--- src/sv/hkrd_pkg.sv ---
// Shared constants, types and the usage-code map for the keyboard report differ.
package hkrd_pkg;

  localparam int KEY_SLOTS_DEF = 6;   // stored key slots
  localparam int IN_SLOTS      = 6;   // key slots carried by one report
  localparam int CODE_W        = 8;   // usage code width
  localparam int KEY_W         = 7;   // mapped key code width
  localparam int COUNT_W       = 3;   // key_count width
  localparam int MOD_W         = 8;   // modifier width

  localparam logic [MOD_W-1:0] SHIFT_MASK = 8'h22;

  // Usage codes
  localparam logic [7:0] USE_LETTER_A = 8'h04;
  localparam logic [7:0] USE_LETTER_Z = 8'h1D;
  localparam logic [7:0] USE_DIGIT_1  = 8'h1E;
  localparam logic [7:0] USE_DIGIT_0  = 8'h27;
  localparam logic [7:0] USE_ENTER    = 8'h28;
  localparam logic [7:0] USE_ESCAPE   = 8'h29;
  localparam logic [7:0] USE_BKSP     = 8'h2A;
  localparam logic [7:0] USE_TAB      = 8'h2B;
  localparam logic [7:0] USE_SPACE    = 8'h2C;
  localparam logic [7:0] USE_HOME     = 8'h4A;
  localparam logic [7:0] USE_DELETE   = 8'h4C;
  localparam logic [7:0] USE_END      = 8'h4D;
  localparam logic [7:0] USE_RIGHT    = 8'h4F;
  localparam logic [7:0] USE_LEFT     = 8'h50;
  localparam logic [7:0] USE_DOWN     = 8'h51;
  localparam logic [7:0] USE_UP       = 8'h52;

  // Mapped key codes
  localparam logic [KEY_W-1:0] KEY_NONE   = 7'd0;
  localparam logic [KEY_W-1:0] KEY_HOME   = 7'd2;
  localparam logic [KEY_W-1:0] KEY_END    = 7'd3;
  localparam logic [KEY_W-1:0] KEY_BKSP   = 7'd8;
  localparam logic [KEY_W-1:0] KEY_NEXT   = 7'd9;
  localparam logic [KEY_W-1:0] KEY_ENTER  = 7'd10;
  localparam logic [KEY_W-1:0] KEY_PREV   = 7'd11;
  localparam logic [KEY_W-1:0] KEY_UP     = 7'd17;
  localparam logic [KEY_W-1:0] KEY_DOWN   = 7'd18;
  localparam logic [KEY_W-1:0] KEY_RIGHT  = 7'd19;
  localparam logic [KEY_W-1:0] KEY_LEFT   = 7'd20;
  localparam logic [KEY_W-1:0] KEY_ESCAPE = 7'd27;
  localparam logic [KEY_W-1:0] KEY_SPACE  = 7'h20;
  localparam logic [KEY_W-1:0] KEY_DELETE = 7'd127;
  localparam logic [KEY_W-1:0] CASE_DELTA = 7'h20;
  localparam logic [7:0]       LETTER_OFS = 8'h5D;  // 'a' - USE_LETTER_A

  localparam logic [KEY_W-1:0] DIGIT_PLAIN [10] = '{
    7'h31, 7'h32, 7'h33, 7'h34, 7'h35, 7'h36, 7'h37, 7'h38, 7'h39, 7'h30
  };
  localparam logic [KEY_W-1:0] DIGIT_SHIFT [10] = '{
    7'h21, 7'h40, 7'h23, 7'h24, 7'h25, 7'h5E, 7'h26, 7'h2A, 7'h28, 7'h29
  };

  // One evaluated slot
  typedef struct packed {
    logic             hit;
    logic [KEY_W-1:0] code;
    logic             pressed;
  } ev_t;

  function automatic logic [KEY_W-1:0] map_usage(input logic shift,
                                                 input logic [CODE_W-1:0] code);
    logic [7:0]       letter;
    logic [7:0]       digit;
    logic [KEY_W-1:0] res;
    letter = code + LETTER_OFS;
    digit  = code - USE_DIGIT_1;
    res    = KEY_NONE;
    case (code)
      USE_ENTER:  res = KEY_ENTER;
      USE_ESCAPE: res = KEY_ESCAPE;
      USE_BKSP:   res = KEY_BKSP;
      USE_DELETE: res = KEY_DELETE;
      USE_TAB:    res = shift ? KEY_PREV : KEY_NEXT;
      USE_UP:     res = KEY_UP;
      USE_DOWN:   res = KEY_DOWN;
      USE_LEFT:   res = KEY_LEFT;
      USE_RIGHT:  res = KEY_RIGHT;
      USE_HOME:   res = KEY_HOME;
      USE_END:    res = KEY_END;
      USE_SPACE:  res = KEY_SPACE;
      default: begin
        if (code >= USE_LETTER_A && code <= USE_LETTER_Z) begin
          res = shift ? (letter[KEY_W-1:0] - CASE_DELTA) : letter[KEY_W-1:0];
        end else if (code >= USE_DIGIT_1 && code <= USE_DIGIT_0) begin
          res = shift ? DIGIT_SHIFT[digit[3:0]] : DIGIT_PLAIN[digit[3:0]];
        end
      end
    endcase
    return res;
  endfunction

endpackage

--- src/sv/hkrd_slot_eval.sv ---
// Shared slot evaluator: membership compare against the other set plus key mapping.
module hkrd_slot_eval #(
  parameter int KEY_SLOTS = hkrd_pkg::KEY_SLOTS_DEF,
  parameter int IDX_W     = (KEY_SLOTS > 1) ? $clog2(KEY_SLOTS) : 1
) (
  input  logic [hkrd_pkg::CODE_W-1:0] held [KEY_SLOTS],
  input  logic [hkrd_pkg::CODE_W-1:0] cur  [KEY_SLOTS],
  input  logic [IDX_W-1:0]            idx,
  input  logic                        press_phase,
  input  logic [hkrd_pkg::MOD_W-1:0]  modifier,
  output hkrd_pkg::ev_t               ev
);

  logic [hkrd_pkg::CODE_W-1:0] probe;
  logic                        found;
  logic                        shift;
  logic [hkrd_pkg::KEY_W-1:0]  mapped;

  always_comb begin
    // Probe one slot of the own set; search the other set in parallel.
    probe = press_phase ? cur[idx] : held[idx];
    found = 1'b0;
    for (int j = 0; j < KEY_SLOTS; j++) begin
      if (press_phase) begin
        if (held[j] == probe) found = 1'b1;
      end else begin
        if (cur[j] == probe) found = 1'b1;
      end
    end
    // Releases map without shift.
    shift      = press_phase && ((modifier & hkrd_pkg::SHIFT_MASK) != '0);
    mapped     = hkrd_pkg::map_usage(shift, probe);
    ev.hit     = (probe != '0) && !found && (mapped != hkrd_pkg::KEY_NONE);
    ev.code    = mapped;
    ev.pressed = press_phase;
  end

endmodule

--- src/sv/hid_keyboard_report_diff_top.sv ---
// Top level of the keyboard report differ: stream ports, sequencer and key store.
//
// Usage: one word on the slave stream carries a boot keyboard report
// (s_tuser = 0) or a clear command (s_tuser = 1). A report is compared with
// the keys held from the previous report: a release word goes out on the
// master stream for each held key that is gone (held slot order), then a
// press word for each new key (report slot order). Keys that map to nothing
// give no word. m_tlast marks the final word caused by a report; a report
// that causes nothing, and a clear, give no word at all.
// Timing: the sequencer steps one slot per cycle, unless the receiver stalls
// it, through a single shared evaluator (compare against the other set plus
// key map). A report goes through an accept step, KEY_SLOTS release steps,
// key_count press steps and a closing step; a clear only empties the store.
// s_tready is high only while the sequencer is idle.
// Each found event waits in a pending register until a newer event or the
// close moves it on, so the last one can be tagged; words then move through an
// output register. While both are full and stalled, a slot with an event is held.
// Reset empties the key store, drops any pending word and idles the block.
module hid_keyboard_report_diff_top #(
  parameter int KEY_SLOTS = hkrd_pkg::KEY_SLOTS_DEF
) (
  input  logic        clk,
  input  logic        rst,
  // slave stream
  input  logic        s_tvalid,
  output logic        s_tready,
  input  logic [63:0] s_tdata,   // modifier[7:0], key_count[10:8],
                                 // key_slot_0[18:11] .. key_slot_5[58:51], zero pad
  input  logic        s_tuser,   // kind: 0 report, 1 clear
  // master stream
  output logic        m_tvalid,
  input  logic        m_tready,
  output logic [7:0]  m_tdata,   // key_code[6:0], zero pad
  output logic        m_tuser,   // pressed
  output logic        m_tlast    // last_event
);

  localparam int IDX_W   = (KEY_SLOTS > 1) ? $clog2(KEY_SLOTS) : 1;
  localparam int CMP_W   = IDX_W + hkrd_pkg::COUNT_W;
  localparam int CNT_LIM = (KEY_SLOTS < hkrd_pkg::IN_SLOTS) ? KEY_SLOTS
                                                            : hkrd_pkg::IN_SLOTS;
  localparam int SLOT_LSB = hkrd_pkg::MOD_W + hkrd_pkg::COUNT_W;

  typedef enum logic [1:0] {
    ST_IDLE,
    ST_RELEASE,
    ST_PRESS,
    ST_CLOSE
  } state_t;

  state_t                          state;
  logic [hkrd_pkg::CODE_W-1:0]     held [KEY_SLOTS];
  logic [hkrd_pkg::CODE_W-1:0]     cur  [KEY_SLOTS];
  logic [hkrd_pkg::CODE_W-1:0]     cur_next [KEY_SLOTS];
  logic [hkrd_pkg::MOD_W-1:0]      modifier;
  logic [hkrd_pkg::COUNT_W-1:0]    count;
  logic [hkrd_pkg::COUNT_W-1:0]    count_next;
  logic [IDX_W-1:0]                idx;
  logic                            pend_valid;
  logic [hkrd_pkg::KEY_W-1:0]      pend_code;
  logic                            pend_pressed;

  hkrd_pkg::ev_t                   ev;
  logic                            out_free;
  logic                            stall;
  logic                            last_release;
  logic                            last_press;
  logic                            load_word;
  logic                            load_last;

  // Saturate the report count to the slots that exist.
  always_comb begin
    if (s_tdata[SLOT_LSB-1:hkrd_pkg::MOD_W] > hkrd_pkg::COUNT_W'(CNT_LIM)) begin
      count_next = hkrd_pkg::COUNT_W'(CNT_LIM);
    end else begin
      count_next = s_tdata[SLOT_LSB-1:hkrd_pkg::MOD_W];
    end
  end

  // Report slots past the count, and store slots past the report, read as empty.
  for (genvar g = 0; g < KEY_SLOTS; g++) begin : g_cur
    if (g < hkrd_pkg::IN_SLOTS) begin : g_in
      assign cur_next[g] = (count_next > hkrd_pkg::COUNT_W'(g))
                         ? s_tdata[SLOT_LSB + hkrd_pkg::CODE_W*g +: hkrd_pkg::CODE_W]
                         : '0;
    end else begin : g_zero
      assign cur_next[g] = '0;
    end
  end

  hkrd_slot_eval #(
    .KEY_SLOTS (KEY_SLOTS),
    .IDX_W     (IDX_W)
  ) u_eval (
    .held        (held),
    .cur         (cur),
    .idx         (idx),
    .press_phase (state == ST_PRESS),
    .modifier    (modifier),
    .ev          (ev)
  );

  assign s_tready     = (state == ST_IDLE);
  assign out_free     = !m_tvalid || m_tready;
  // Hold the slot when a new event must push the pending one out and cannot.
  assign stall        = ev.hit && pend_valid && !out_free;
  assign last_release = (idx == IDX_W'(KEY_SLOTS - 1));
  assign last_press   = (CMP_W'(idx) + CMP_W'(1)) == CMP_W'(count);
  // Move the pending event to the output: pushed out by a newer event, or
  // tagged as the final one when the report closes.
  assign load_last    = (state == ST_CLOSE) && pend_valid && out_free;
  assign load_word    = load_last ||
                        ((state == ST_RELEASE || state == ST_PRESS) &&
                         !stall && ev.hit && pend_valid);

  always_ff @(posedge clk) begin
    if (rst) begin
      state      <= ST_IDLE;
      pend_valid <= 1'b0;
      m_tvalid   <= 1'b0;
      idx        <= '0;
      for (int i = 0; i < KEY_SLOTS; i++) held[i] <= '0;
    end else begin
      if (load_word) begin
        m_tvalid <= 1'b1;
        m_tdata  <= {1'b0, pend_code};
        m_tuser  <= pend_pressed;
        m_tlast  <= load_last;
      end else if (m_tvalid && m_tready) begin
        m_tvalid <= 1'b0;
      end

      unique case (state)
        ST_IDLE: begin
          if (s_tvalid) begin
            if (s_tuser) begin
              for (int i = 0; i < KEY_SLOTS; i++) held[i] <= '0;
            end else begin
              modifier <= s_tdata[hkrd_pkg::MOD_W-1:0];
              count    <= count_next;
              cur      <= cur_next;
              idx      <= '0;
              state    <= ST_RELEASE;
            end
          end
        end

        ST_RELEASE, ST_PRESS: begin
          if (!stall) begin
            if (ev.hit) begin
              // Keep the new event pending; the older one goes out above.
              pend_valid   <= 1'b1;
              pend_code    <= ev.code;
              pend_pressed <= ev.pressed;
            end
            if (state == ST_RELEASE) begin
              if (last_release) begin
                idx   <= '0;
                state <= (count == '0) ? ST_CLOSE : ST_PRESS;
              end else begin
                idx <= idx + IDX_W'(1);
              end
            end else begin
              if (last_press) begin
                state <= ST_CLOSE;
              end else begin
                idx <= idx + IDX_W'(1);
              end
            end
          end
        end

        ST_CLOSE: begin
          // Tag the final event and take the report into the store.
          if (!pend_valid || out_free) begin
            if (pend_valid) begin
              pend_valid <= 1'b0;
            end
            held  <= cur;
            state <= ST_IDLE;
          end
        end

        default: state <= ST_IDLE;
      endcase
    end
  end

endmodule
--- config.mk ---
export PLATFORM = sky130hd
export DESIGN_NAME = hid_keyboard_report_diff_top
export DESIGN_NICKNAME = d
export VERILOG_FILES = /design/src/sv/hkrd_pkg.sv /design/src/sv/hkrd_slot_eval.sv /design/src/sv/hid_keyboard_report_diff_top.sv
export SDC_FILE = /design/constraint.sdc
export NUM_CORES = 1
export LEC_CHECK = 0
export BUFFER_PORTS_ARGS = -buffer_cell sky130_fd_sc_hd__buf_2
export CORE_UTILIZATION = 45
export CTS_BUF_LIST = sky130_fd_sc_hd__clkbuf_16
export DETAILED_ROUTE_END_ITERATION = 8
export MAX_ROUTING_LAYER = met4
export PLACE_DENSITY = 0.66
export SLEW_MARGIN = 25
export SYNTH_ARGS = -nofsm -noshare
export SYNTH_HDL_FRONTEND = slang
export SYNTH_SLANG_ARGS = --single-unit
export TNS_END_PERCENT = 30
--- constraint.sdc ---
create_clock -name clk -period 4.88 [get_ports clk]
set_input_delay 0.732 -clock clk [delete_from_list [all_inputs] [get_ports clk]]
set_output_delay 0.732 -clock clk [all_outputs]
set_load 0.05 [all_outputs]
After elaboration in Yosys (flattened, before gate mapping)

Memory sizes are Yosys's and may differ from the RTL's.
Index checks and enable logic that the tools add are counted.

Add/subtract/negate cells: 5
Reduce and logical (&&, ||, !) cells: 39
Bitwise operators: 5
Eq/ne operators: 38
Order comparisons: 13
Multiplexer cells: 62

Operators with widths:

| cell                                                            | count |
|---|---|
| 2-to-1 mux 48 bit                                               | 3 |
| equality test 8 bit                                             | 12 |
| one-hot mux 48 bit (2 select lines)                             | 1 |
| one-hot mux 7 bit (12 select lines)                             | 1 |
| equality test 8 x 7 -> 1 bit (second input constant)            | 7 |
| 2-to-1 mux 7 bit                                                | 8 |
| binary-select mux 8 bit (select 3 bit)                          | 2 |
| equality test 8 x 6 -> 1 bit (second input constant)            | 5 |
| 2-to-1 mux 8 bit                                                | 5 |
| 2-to-1 mux 1 bit                                                | 24 |
| 2-to-1 mux 3 bit                                                | 7 |
| 2-to-1 mux 2 bit                                                | 8 |
| AND reduction 4 bit                                             | 4 |
| nonzero test 8 bit                                              | 2 |
| logical AND 1 bit                                               | 13 |
| > comparator 3 bit (second input constant)                      | 3 |
| inequality test 3 bit (second input constant)                   | 3 |
| >= comparator 8 x 3 -> 1 bit (second input constant)            | 1 |
| >= comparator 8 x 5 -> 1 bit (second input constant)            | 1 |
| less-or-equal comparator 8 x 5 -> 1 bit (second input constant) | 1 |
| less-or-equal comparator 8 x 6 -> 1 bit (second input constant) | 1 |
| inequality test 2 bit (second input constant)                   | 4 |
| nonzero test 2 bit                                              | 4 |
| adder 7 bit (second input constant)                             | 1 |
| 28 further kinds                                                | 41 |

Memories: 2
Bits in registers: 129
Output and inout port bits: 12
ROM bits: 224
Logic and storage cells: 187
Bits of input ports: 69

Memory list:

| name             | depth | width | rd ports | clocked after memory_dff | wr ports | RTL line       | RTL |
|---|---|---|---|---|---|---|---|
| (name not given) | 16    | 7     | 1        | 0                        | 0        | hkrd_pkg.sv:88 | `res = shift ? DIGIT_SHIFT[digit[3:0]] : DIGIT_PLAIN[digit[3:0]];` |
| (name not given) | 16    | 7     | 1        | 0                        | 0        | hkrd_pkg.sv:88 |  |

Depth between registers and ports, before layout

Gate-level depths: netlist of run 1.

Depth after elaboration: 29
Mapped depth: 22
Depth with buffers taken out: 17

Cells and area by module

From an unflattened synthesis of run 1, not the netlist that was laid out.

Cell total of the unflattened synthesis: 859
Area total of the unflattened synthesis: 8340.5 um^2

By module, submodules not included:

| module                       | instances | sequential area each (um^2) | cells an instance | area an instance (um^2) |
|---|---|---|---|---|
| hid_keyboard_report_diff_top | 1         | 3383.2                      | 427               | 4967.3 |
| hkrd_slot_eval               | 1         | 0.0                         | 432               | 3373.2 |

Worst setup path before layout of run 1

Ideal clock, no wire load.

Path kind: register -> register
From: register idx[0]
To: register m_tdata[0], enable pin
Required time: 4.493 ns
Setup slack: -0.367 ns
Buffers on the path: 6
Data arrival time: 4.860 ns
Clock period less this slack: 5.247 ns
Cell stages (with the launch flop): 22
Setup time: 0.387 ns
Cells stage by stage: dfxtp_1 > buf_6 > buf_12 > buf_12 > buf_8 > mux2i_1 > nand2_1 > a311oi_1 > or2_1 > buf_2 > inv_1 > ha_1 > clkbuf_1 > or3_1 > o21ai_0 > o22ai_2 > nor4_2 > or4_4 > a2111oi_4 > a21oi_2 > a21oi_1 > nor3_1

Word-level cells in the longest chain between the ends: 29
Elaborated cells on any way between the ends: 84
Those cells by class: add/sub (3); order compare (4); eq/ne (24); mux (34); bitwise (2); reduce/logical (15); memory (2)

Ends and longest elaborated chain:

| item                                                         | RTL line                            | RTL |
|---|---|---|
| from (decl)                                                  | hid_keyboard_report_diff_top.sv:58  | `logic [IDX_W-1:0] idx;` |
| from (signal assigned)                                       | hid_keyboard_report_diff_top.sv:161 | `idx <= idx + IDX_W'(1);` |
| from (signal assigned)                                       | hid_keyboard_report_diff_top.sv:167 | `idx <= idx + IDX_W'(1);` |
| NOT 3 -> 4 bit (implied by the code) *                       | hkrd_slot_eval.sv:21                | `probe = press_phase ? cur[idx] : held[idx];` |
| binary-select mux 8 bit (select 3 bit)                       | hkrd_slot_eval.sv:21                |  |
| 2-to-1 mux 8 bit (implied by the code) (2 in series)         | hkrd_slot_eval.sv:21                |  |
| 2-to-1 mux 8 bit *                                           | hkrd_slot_eval.sv:21                |  |
| branches (longest 15 deep; another with memory (16 x 7 bit)) | n/a                                 |  |
| logical AND 1 bit *                                          | hkrd_slot_eval.sv:33                | `ev.hit = (probe != '0) && !found && (mapped != hkrd_pkg::KEY_NONE);` |
| logical AND 1 bit (2 in series)                              | hid_keyboard_report_diff_top.sv:106 | `assign stall = ev.hit && pend_valid && !out_free;` |
| zero test 1 bit                                              | n/a                                 |  |
| logical AND 1 bit                                            | hid_keyboard_report_diff_top.sv:113 | `((state == ST_RELEASE \|\| state == ST_PRESS) &&` |
| logical AND 1 bit * (2 in series)                            | hid_keyboard_report_diff_top.sv:114 | `!stall && ev.hit && pend_valid);` |
| logical OR 1 bit *                                           | hid_keyboard_report_diff_top.sv:112 | `assign load_word = load_last \|\|` |
| AND reduction 2 bit (no line) *                              | n/a                                 |  |
| to (signal assigned)                                         | hid_keyboard_report_diff_top.sv:126 | `m_tdata <= {1'b0, pend_code};` |
| to (decl)                                                    | hid_keyboard_report_diff_top.sv:33  | `output logic [7:0] m_tdata,` |

Mark *: on every way between the ends. The select of a mux whose other input is x is not followed.
A chain may end at the register's enable or synchronous reset.

Worst setup path after layout of run 1

From: register idx[1]
To: register pend_code[5] in the netlist's numbering, enable pin

Word-level cells in the longest chain between the ends: 25
Elaborated cells on any way between the ends: 80
Those cells by class: add/sub (3); order compare (4); eq/ne (24); mux (34); bitwise (3); reduce/logical (10); memory (2)

Ends and longest elaborated chain:

| item                                                         | RTL line                            | RTL |
|---|---|---|
| NOT 3 -> 4 bit (implied by the code) *                       | hkrd_slot_eval.sv:21                |  |
| binary-select mux 8 bit (select 3 bit)                       | hkrd_slot_eval.sv:21                |  |
| 2-to-1 mux 8 bit (implied by the code) (2 in series)         | hkrd_slot_eval.sv:21                |  |
| 2-to-1 mux 8 bit *                                           | hkrd_slot_eval.sv:21                |  |
| branches (longest 15 deep; another with memory (16 x 7 bit)) | n/a                                 |  |
| logical AND 1 bit *                                          | hkrd_slot_eval.sv:33                |  |
| logical AND 1 bit (2 in series)                              | hid_keyboard_report_diff_top.sv:106 |  |
| NOT 1 bit (no line)                                          | n/a                                 |  |
| AND reduction 4 bit (no line) *                              | n/a                                 |  |
| to (signal assigned)                                         | hid_keyboard_report_diff_top.sv:153 | `pend_code <= ev.code;` |
| to (decl)                                                    | hid_keyboard_report_diff_top.sv:60  | `logic [hkrd_pkg::KEY_W-1:0] pend_code;` |

Marked as above.

==> metrics.yaml, run 1 <==
logic_synthesis:
  ys_seq_elements: 125
  synth-async-reset-ratio_pct: 0
  synth_top_area_cell: "edfxtp_1"
  synthFlopType: "edfxtp_1"
  ys_types: 90
  ys_warn_count: 0
  synth_commonest_cells: "mux2i_1 (86), nand2_1 (76), edfxtp_1 (70)"
  avgSynthCellArea_um2: 9.66
  synth_enable_flop_cells: 70
  synth_seq_area_share_pct: 40.1
  yosysTopAreaCellShare_pct: 26.3
  syn_nets: 910
  synth_area_mm2: 0.00799
  synthTopCellsByArea: "edfxtp_1 (26%), dfxtp_1 (14%), mux2i_1 (11%)"
  yosysMostFrequentCell: "mux2i_1"
  syn-instance-count: 827
global_route:
  grt_pass1_wl_um: 33100
  grt_pass1_vias: 6286
  grt_max_degree: 62
  grt_usage_pct: 24.2
  grt-ovfl-total: 0
  antenna_found_initial: 0
finish:
  layout-drive-gt1-share_pct: 21.2
  n_fill_cell: 1612
  nNetsFinal: 990
  fin_area_mm2: 0.00930
  antennaDiodeCount: 0
  syn_to_final_growth_pct: 16.3
floorplan:
  row_count: 48
  io-pin-count: 81
  die_area_mm2: 0.0183
  core_mm2: 0.0173
  start_util_pct: 46.2
  die_y_um: 135
  die_x_um: 135
sta:
  max_slew.worst_pin.slew_ns: 0.881
  fmax_mhz: 220
  relSlewSlack_pct: 41.3
  period_share_pct: 93.0
  final_hold_viol_count: 0
  setup_viol: 0
  drv_slew: 0
  fin_worst_skew_ns: 0.0107
  rsz0062_at_grt: "no"
  tns_ns: 0
  period_minus_slack_ns: 4.54
critical_path:
  path_cells: "nor2b_1, or4_1, a31oi_2, and2_1, inv_1, ha_1, or3_1, o21ai_0, o22ai_2, nor4_4, or4_4, a2111oi_4, a21oi_2, nand2_1, nor3_4"
  critPathSlowestCell: "or4_1"
  reg2reg_from: "idx[1]"
  crit_required_ns: 4.95
  rr_endpoint: "pend_code[5]"
  critPathCaptureType: "flop"
  path_buf_inv: 1
  cp_top_family: "simple AND/OR/NAND/NOR gates"
  reg2reg_depth: 15
  worstPathArrival_ns: 4.61
  worstSetupPathType: "flop to flop"
  startpoint_type: "flop"
  path_max_fanout: 11
  crit_path_max_incr_delay_ns: 0.51
  reg2reg_slack_ns: 0.34
pwr:
  p_per_area_mw_per_mm2: 531
  ir_worst_vdd_mv: 0.299
  leakage_uw: 0.00324
place:
  hpwl_um: 15100
  gp_congestion: 0.923
  io_buffers: 68
  place_area_mm2: 0.00872
clocking:
  cts_htree_levels: 4
  path_clk_slew_ns: 0.05
  cts_made_buffers: 17
  root_buffer: "clkbuf_16"
  worstSkewPairLatency_ns: 0.42
  cts_tree: "done"
  cts.sinks: 125
  hold_buffers: 0
  clk_path_buf_depth: 2
routing:
  wl_per_cell_um: 18.1
  drt_wl_total_um: 20700
  antenna_left: 0
  via_count: 6593
  vias_per_cell: 5.76
  drc: 0
  drtIter0Drc: 410
  firstDrtPassIters: 5
min_path:
  hp-class: "flop to flop"
  hold_path_end: "m_tdata[2]"
  hold_start: "pend_code[2]"
  hold_path_depth: 0
outcome:
  status: "completed"
flow_run:
  maxCapViolCount: 0
## where the power goes
part           switching (uW)  internal (uW)  total, uW
logic                    1450           1010       2460
registers                59.5           1240       1300
clock network             443            731       1170
total                    1960           2980       4930
## flip-flops by register name, summed over array words and instances, names as in the netlist, 2 cells and up
name,flops
cur,48
pend_code,7
count,3
held,48
idx,3
modifier,2
m_tdata,7
state,2
## cell usage in the layout, fill, tap and decap left out, types with 7 or more instances in the layout
master	count
a21oi_1	65
and2_1	21
and3_1	15
buf_2	68
buf_4	53
clkbuf_16	17
dfxtp_1	53
edfxtp_1	70
ha_1	11
inv_1	19
mux2_2	7
mux2i_1	85
nand2_1	76
nand3_1	68
nand4_1	7
nor2_1	22
nor2b_1	31
nor3_1	12
o21ai_0	18
or3_1	7
xnor2_1	41
xor2_1	11
## how the worst max path moves through the flow
stage              endpoint  cells past startpoint  slack [ns]      from
3_3_place_gp   pend_code[0]                     16        0.19  state[0]
5_1_grt        pend_code[5]                     15       0.003    idx[1]
6_report       pend_code[5]                     15        0.34    idx[1]
4_1_cts        pend_code[1]                     16        0.11  state[0]
2_1_floorplan    m_tdata[0]                     21        0.05    idx[0]
3_5_place_dp   pend_code[6]                     16        0.13  state[0]
## cells by family after synthesis
kind of cell	count (synthesis)	synth area share [%]
AOI/OAI and AO/OA	163	14.4
xor gates and xnor gates	52	5.70
adders and majority gates	14	2.19
buffers and inverters	74	4.85
DFF	125	40.1
muxes	98	12.6
other	1	0.0469
and+or+nand+nor	300	20.1
## cell type report
cell class | count | area [um2] | share of cell area (%)
Multi-Input combinational cell | 628 | 4460 | 48.0
Sequential cell | 125 | 3210 | 34.5
Timing Repair Buffer | 122 | 749 | 8.06
Clock buffer | 17 | 425 | 4.58
Tap cell | 225 | 282 | 3.03
Clock inverter | 15 | 119 | 1.28
Inverter | 13 | 48.8 | 0.525
## repair_timing
item                                    in CTS  in global routing
endpoints found under the setup margin       0                 21
resized for setup                            0                  6
buffers inserted                             0                  1
## stage by stage
step	util [%]	setup WS [ns]	cells	power, uW	hold WS (ns)
CTS	53.6	0.111	1144	4910	0.418
floorplan	-	0.0473	827	3100	0.400
global route	53.7	0.00258	1145	5190	0.421
detailed placement	50.4	0.132	1112	3730	0.405
finish	53.7	0.339	1145	4930	0.416
global placement	50.4	0.194	1112	3720	0.401
## routing by layer
layer  wire length [um]  GRT usage (%)
met5                  0              -
met2              10100           38.9
met3                847           3.59
met4                524           10.1
met1               9220           30.5
Power figures use the tool's default switching activity.
==> inputs of run 2 (changes only) <==
CAP_MARGIN = 20   (was not set)
CORE_UTILIZATION = 40   (was 45)
PLACE_DENSITY = not set   (was 0.66)
==> run 2 against run 1 <==
Effect of this change: sequential share of layout area shrank 0.49 points; worst hold slack gained 0.0047 ns; clock power grew 13%; total power grew 2.8%; fmax shrank 0.47%; sequential power is essentially flat; die area grew 12%; core utilization shrank 5.5 points; first-iteration DRC count shrank 4.4%; sequential cell count is the same; critical path type unchanged; largest cell class unchanged; largest power group unchanged; highest routed layer unchanged.
==> metrics.yaml, run 2 (synthesized netlist as in run 1, its figures left out) <==
clocking:
  cts_tree: "done"
  cts_made_buffers: 17
  worstSkewPairLatency_ns: 0.43
  path_clk_slew_ns: 0.06
  hold_buffers: 0
  cts_htree_levels: 4
  clk_path_buf_depth: 2
  root_buffer: "clkbuf_16"
  cts.sinks: 125
floorplan:
  die_x_um: 143
  die_y_um: 143
  core_mm2: 0.0195
  row_count: 51
  start_util_pct: 40.9
  io-pin-count: 81
  die_area_mm2: 0.0205
min_path:
  hp-class: "flop to flop"
  hold_start: "pend_code[2]"
place:
  hpwl_um: 15100
  gp_congestion: 0.867
  io_buffers: 68
  place_area_mm2: 0.00880
  post-place-ws_ns: 0.266
finish:
  reg.largest.list: "cur: 48 flops, held: 48 flops"
  final_cell_mix: "mux2i_1 (86), nand2_1 (76), edfxtp_1 (70)"
  syn_to_final_growth_pct: 17.9
  nNetsFinal: 988
  n_fill_cell: 1872
  final_common_cell: "mux2i_1"
  antennaDiodeCount: 0
  layout-drive-gt1-share_pct: 21.4
  fin_area_mm2: 0.00943
  multi_input_area_mm2: 0.00446
  register_area_mm2: 0.00321
critical_path:
  worstPathArrival_ns: 4.75
  crit_required_ns: 5.07
  reg2reg_from: "idx[2]"
  startpoint_type: "flop"
  crit_start: "idx[2]"
  path_max_fanout: 13
  worstSetupPathType: "flop to flop"
  critPathCaptureType: "flop"
pwr:
  leakage_uw: 0.00324
  p_per_area_mw_per_mm2: 538
  ir_worst_vdd_mv: 0.240
  total_power_uw: 5070
sta:
  max_slew.worst_pin.slew_ns: 0.777
  period_share_pct: 93.5
  fin_worst_skew_ns: 0.0136
  whs_ns: 0.421
  fin_ws_ns: 0.318
  period_minus_slack_ns: 4.56
  setup_viol: 0
  drv_slew: 0
  rsz0062_at_grt: "no"
  fmax_mhz: 219
  relSlewSlack_pct: 48.2
  tns_ns: 0
  final_hold_viol_count: 0
global_route:
  grt_usage_pct: 22.3
  antenna_found_initial: 0
  grt_max_degree: 63
  grt_pass1_wl_um: 33700
  grt-ovfl-total: 0
  grt_pass1_vias: 6188
routing:
  via_count: 6492
  wl_per_cell_um: 17.6
  vias_per_cell: 5.49
  firstDrtPassIters: 5
  drtIter0Drc: 392
  drc: 0
  drt_wl_total_um: 20900
  antenna_left: 0
outcome:
  status: "completed"
flow_run:
  maxCapViolCount: 0
-- run 2: layout make-up --
| class | instances | area share (%) |
|---|---|---|
| inverters | 13 | 0.518 |
| repair buffers | 120 | 8.15 |
| well taps | 265 | 3.52 |
| clock buffers | 18 | 4.78 |
| clock inverters | 14 | 1.67 |
| multi-input cells | 628 | 47.3 |
| flip-flops and latches | 125 | 34.0 |
-- run 2: repair_timing --
action / 4_1_cts / 5_1_grt
buffers inserted: 0 / 0
hold endpoints to repair: 0 / 0
gates resized for setup: 0 / 3
endpoints found under the setup margin: 0 / 17
-- run 2: through the flow --
step | instances | util [%]
after CTS | 1183 | 48.2
after global placement | 1151 | 45.1
after floorplan | 827 | -
final | 1183 | 48.3
after global routing | 1183 | 48.3
after detailed placement | 1151 | 45.1
-- run 2: path summary, 6_finish.rpt --
| check | end | slack, ns | cells after the start |
|---|---|---|---|
| setup / recovery | m_tdata[2] | 0.32 | 14 |
| hold / removal | m_tdata[2] | 0.42 | 0 |
| setup reg to reg | m_tdata[2] | 0.32 | 14 |
| hold reg to reg | m_tdata[2] | 0.42 | 0 |
-- run 2: worst max-delay path, stage by stage, from the launching register on --
cell and delay [ns]:
dfxtp_1 0.62, buf_4 0.25, nor2b_1 0.37, nand2_1 0.11
o2111a_1 0.28, and2_1 0.33, nor4_4 0.39, o211a_1 0.28
nor4_4 0.07, or4_4 0.54, a2111oi_4 0.43, a21oi_2 0.12
a21oi_1 0.30, nor3_4 0.07, buf_12 0.17
-- run 2: where the power goes --
part | internal [uW] | total (uW) | switching (uW)
registers | 1240 | 1300 | 58.7
logic | 1010 | 2460 | 1450
clock network | 792 | 1320 | 523
total | 3040 | 5070 | 2030
-- run 2: routing by layer --
metal	GRT usage, %	wire (um)	vias up
li1	-	-	3190
met1	28.7	9640	3090
met2	34.2	9750	179
met3	4.33	899	33
met4	9.24	582	0
met5	-	0	-
==> inputs of run 3 (changes only) <==
BUFFER_PORTS_ARGS = -buffer_cell sky130_fd_sc_hd__buf_4   (was -buffer_cell sky130_fd_sc_hd__buf_2)
CORE_ASPECT_RATIO = 1.1   (was not set)
==> run 3 against run 2 <==
Effect of this change: sequential share of layout area is 0.32 points lower; highest routed layer unchanged; critical path type unchanged; combinational power is essentially flat; core utilization up 0.89 points; register-to-register slack lost 0.09 ns; critical endpoint unchanged; worst hold slack better by 0.0073 ns; global-route usage is 0.078 points higher; first-iteration DRC count fell by 10%.
==> metrics.yaml, run 3 (synthesized netlist as in run 1, its figures left out) <==
outcome:
  status: "completed"
floorplan:
  io-pin-count: 81
  row_count: 53
  start_util_pct: 41.3
  die_area_mm2: 0.0205
  die_x_um: 137
  core_mm2: 0.0194
  die_y_um: 150
finish:
  register_area_mm2: 0.00321
  antennaDiodeCount: 0
  final_cell_mix: "buf_4 (110), mux2i_1 (86), nand2_1 (76)"
  final_common_cell: "buf_4"
  fin_cells: 1159
  multi_input_area_mm2: 0.00446
  layout-drive-gt1-share_pct: 21.1
  nNetsFinal: 982
  syn_to_final_growth_pct: 19.1
  n_fill_cell: 1839
  reg.largest.list: "cur: 48 flops, held: 48 flops"
sta:
  fmax_mhz: 215
  relSlewSlack_pct: 46.8
  period_share_pct: 95.4
  drv_slew: 0
  final_hold_viol_count: 0
  setup_viol: 0
  whs_ns: 0.428
  period_minus_slack_ns: 4.65
  fin_worst_skew_ns: 0.0115
  max_slew.worst_pin.slew_ns: 0.791
clocking:
  root_buffer: "clkbuf_16"
  path_clk_slew_ns: 0.06
  worstSkewPairLatency_ns: 0.42
  hold_buffers: 0
  cts_tree: "done"
  cts_made_buffers: 17
  cts_htree_levels: 4
  cts.sinks: 125
  clk_path_buf_depth: 2
pwr:
  leakage_uw: 0.00327
  ir_worst_vdd_mv: 0.428
  total_power_uw: 5060
  p_per_area_mw_per_mm2: 531
min_path:
  hold_path_depth: 0
  hp-class: "flop to flop"
flow_run:
  maxCapViolCount: 0
global_route:
  grt_pass1_vias: 6279
  grt-ovfl-total: 0
  grt_pass1_wl_um: 33600
  grt_max_degree: 63
  antenna_found_initial: 0
  grt_usage_pct: 22.3
place:
  io_buffers: 68
  gp_congestion: 0.919
  hpwl_um: 15000
  dpl.cell_count: 1124
critical_path:
  worstSetupPathType: "flop to flop"
  critPathCaptureType: "flop"
  worstPathArrival_ns: 4.84
  path_max_fanout: 11
  crit_path_max_incr_delay_ns: 0.55
  crit_required_ns: 5.07
  critPathSlowestCell: "or4_1"
  reg2reg_depth: 15
  path_cells: "buf_6, or4_1, a31oi_2, and2_1, buf_4, ha_1, o21ai_0, o22ai_2, nor4_4, or4_4, a2111oi_4, a21oi_2, a21oi_1, nor3_4, buf_12"
  startpoint_type: "flop"
routing:
  firstDrtPassIters: 5
  via_count: 6487
  drc: 0
  antenna_left: 0
  wl_per_cell_um: 18.4
  drt_wl_total_um: 21300
  vias_per_cell: 5.60
  drtIter0Drc: 351
## run 3: cell types whose count changed in the layout (fill, tap and decap cells not counted), sizes merged
cell and delta:
buf -6, clkinv +2, clkinvlp -1, inv -1
## run 3: final timing paths
check                                  start         end  slack, ns
worst min-delay path            pend_code[2]  m_tdata[2]       0.43
worst max-delay path                  idx[0]  m_tdata[2]       0.23
worst max register to register        idx[0]  m_tdata[2]       0.23
worst min register to register  pend_code[2]  m_tdata[2]       0.43
## run 3: cell type report
cell class / count / share of cell area (%)
clock buffers: 18 / 4.73
clock inverters: 14 / 1.63
inverters: 13 / 0.513
multi-input cells: 628 / 46.8
flip-flops and latches: 125 / 33.7
well taps: 247 / 3.25
repair buffers: 114 / 9.37
## run 3: power breakdown
part / internal [uW] / switching, uW / leakage, uW
registers: 1240 / 59.9 / 0.00109
logic: 1000 / 1440 / 0.00188
clock network: 792 / 521 / 0.000299
total: 3030 / 2020 / 0.00327
## run 3: worst max-delay path: cells and delay by family, from the launching register on
kind / cells / cell delay (ns)
DFF: 1 / 0.42
AOI/OAI and AO/OA: 6 / 1.54
buffers and inverters: 3 / 0.57
and+or+nand+nor: 5 / 1.46
adders and majority gates: 1 / 0.39
## run 3: routing by layer
| layer | vias up | share of wire [%] | global-route usage, % |
|---|---|---|---|
| met5 | - | 0 | - |
| met4 | 0 | 2.4 | 8.50 |
| met3 | 29 | 3.4 | 3.13 |
| met2 | 159 | 49 | 36.5 |
| met1 | 3110 | 46 | 27.8 |
| li1 | 3189 | - | - |
## run 3: per-stage QoR
| step | setup TNS [ns] | instance area [um2] | utilization (%) | setup slack, ns |
|---|---|---|---|---|
| after floorplan | 0 | 8020 | - | 0.0473 |
| after global placement | 0 | 8860 | 45.7 | 0.140 |
| after detailed placement | 0 | 8860 | 45.7 | 0.124 |
| after CTS | 0 | 9460 | 48.9 | 0.0937 |
| after global routing | -0.0970 | 9520 | 49.2 | -0.0145 |
| final | 0 | 9520 | 49.2 | 0.225 |
## run 3: repair_timing
action                                 CTS  global route
endpoints found under the hold margin    0             0
buffers inserted                         0             3
gates resized for setup                  0             4
setup endpoints to repair                0            18
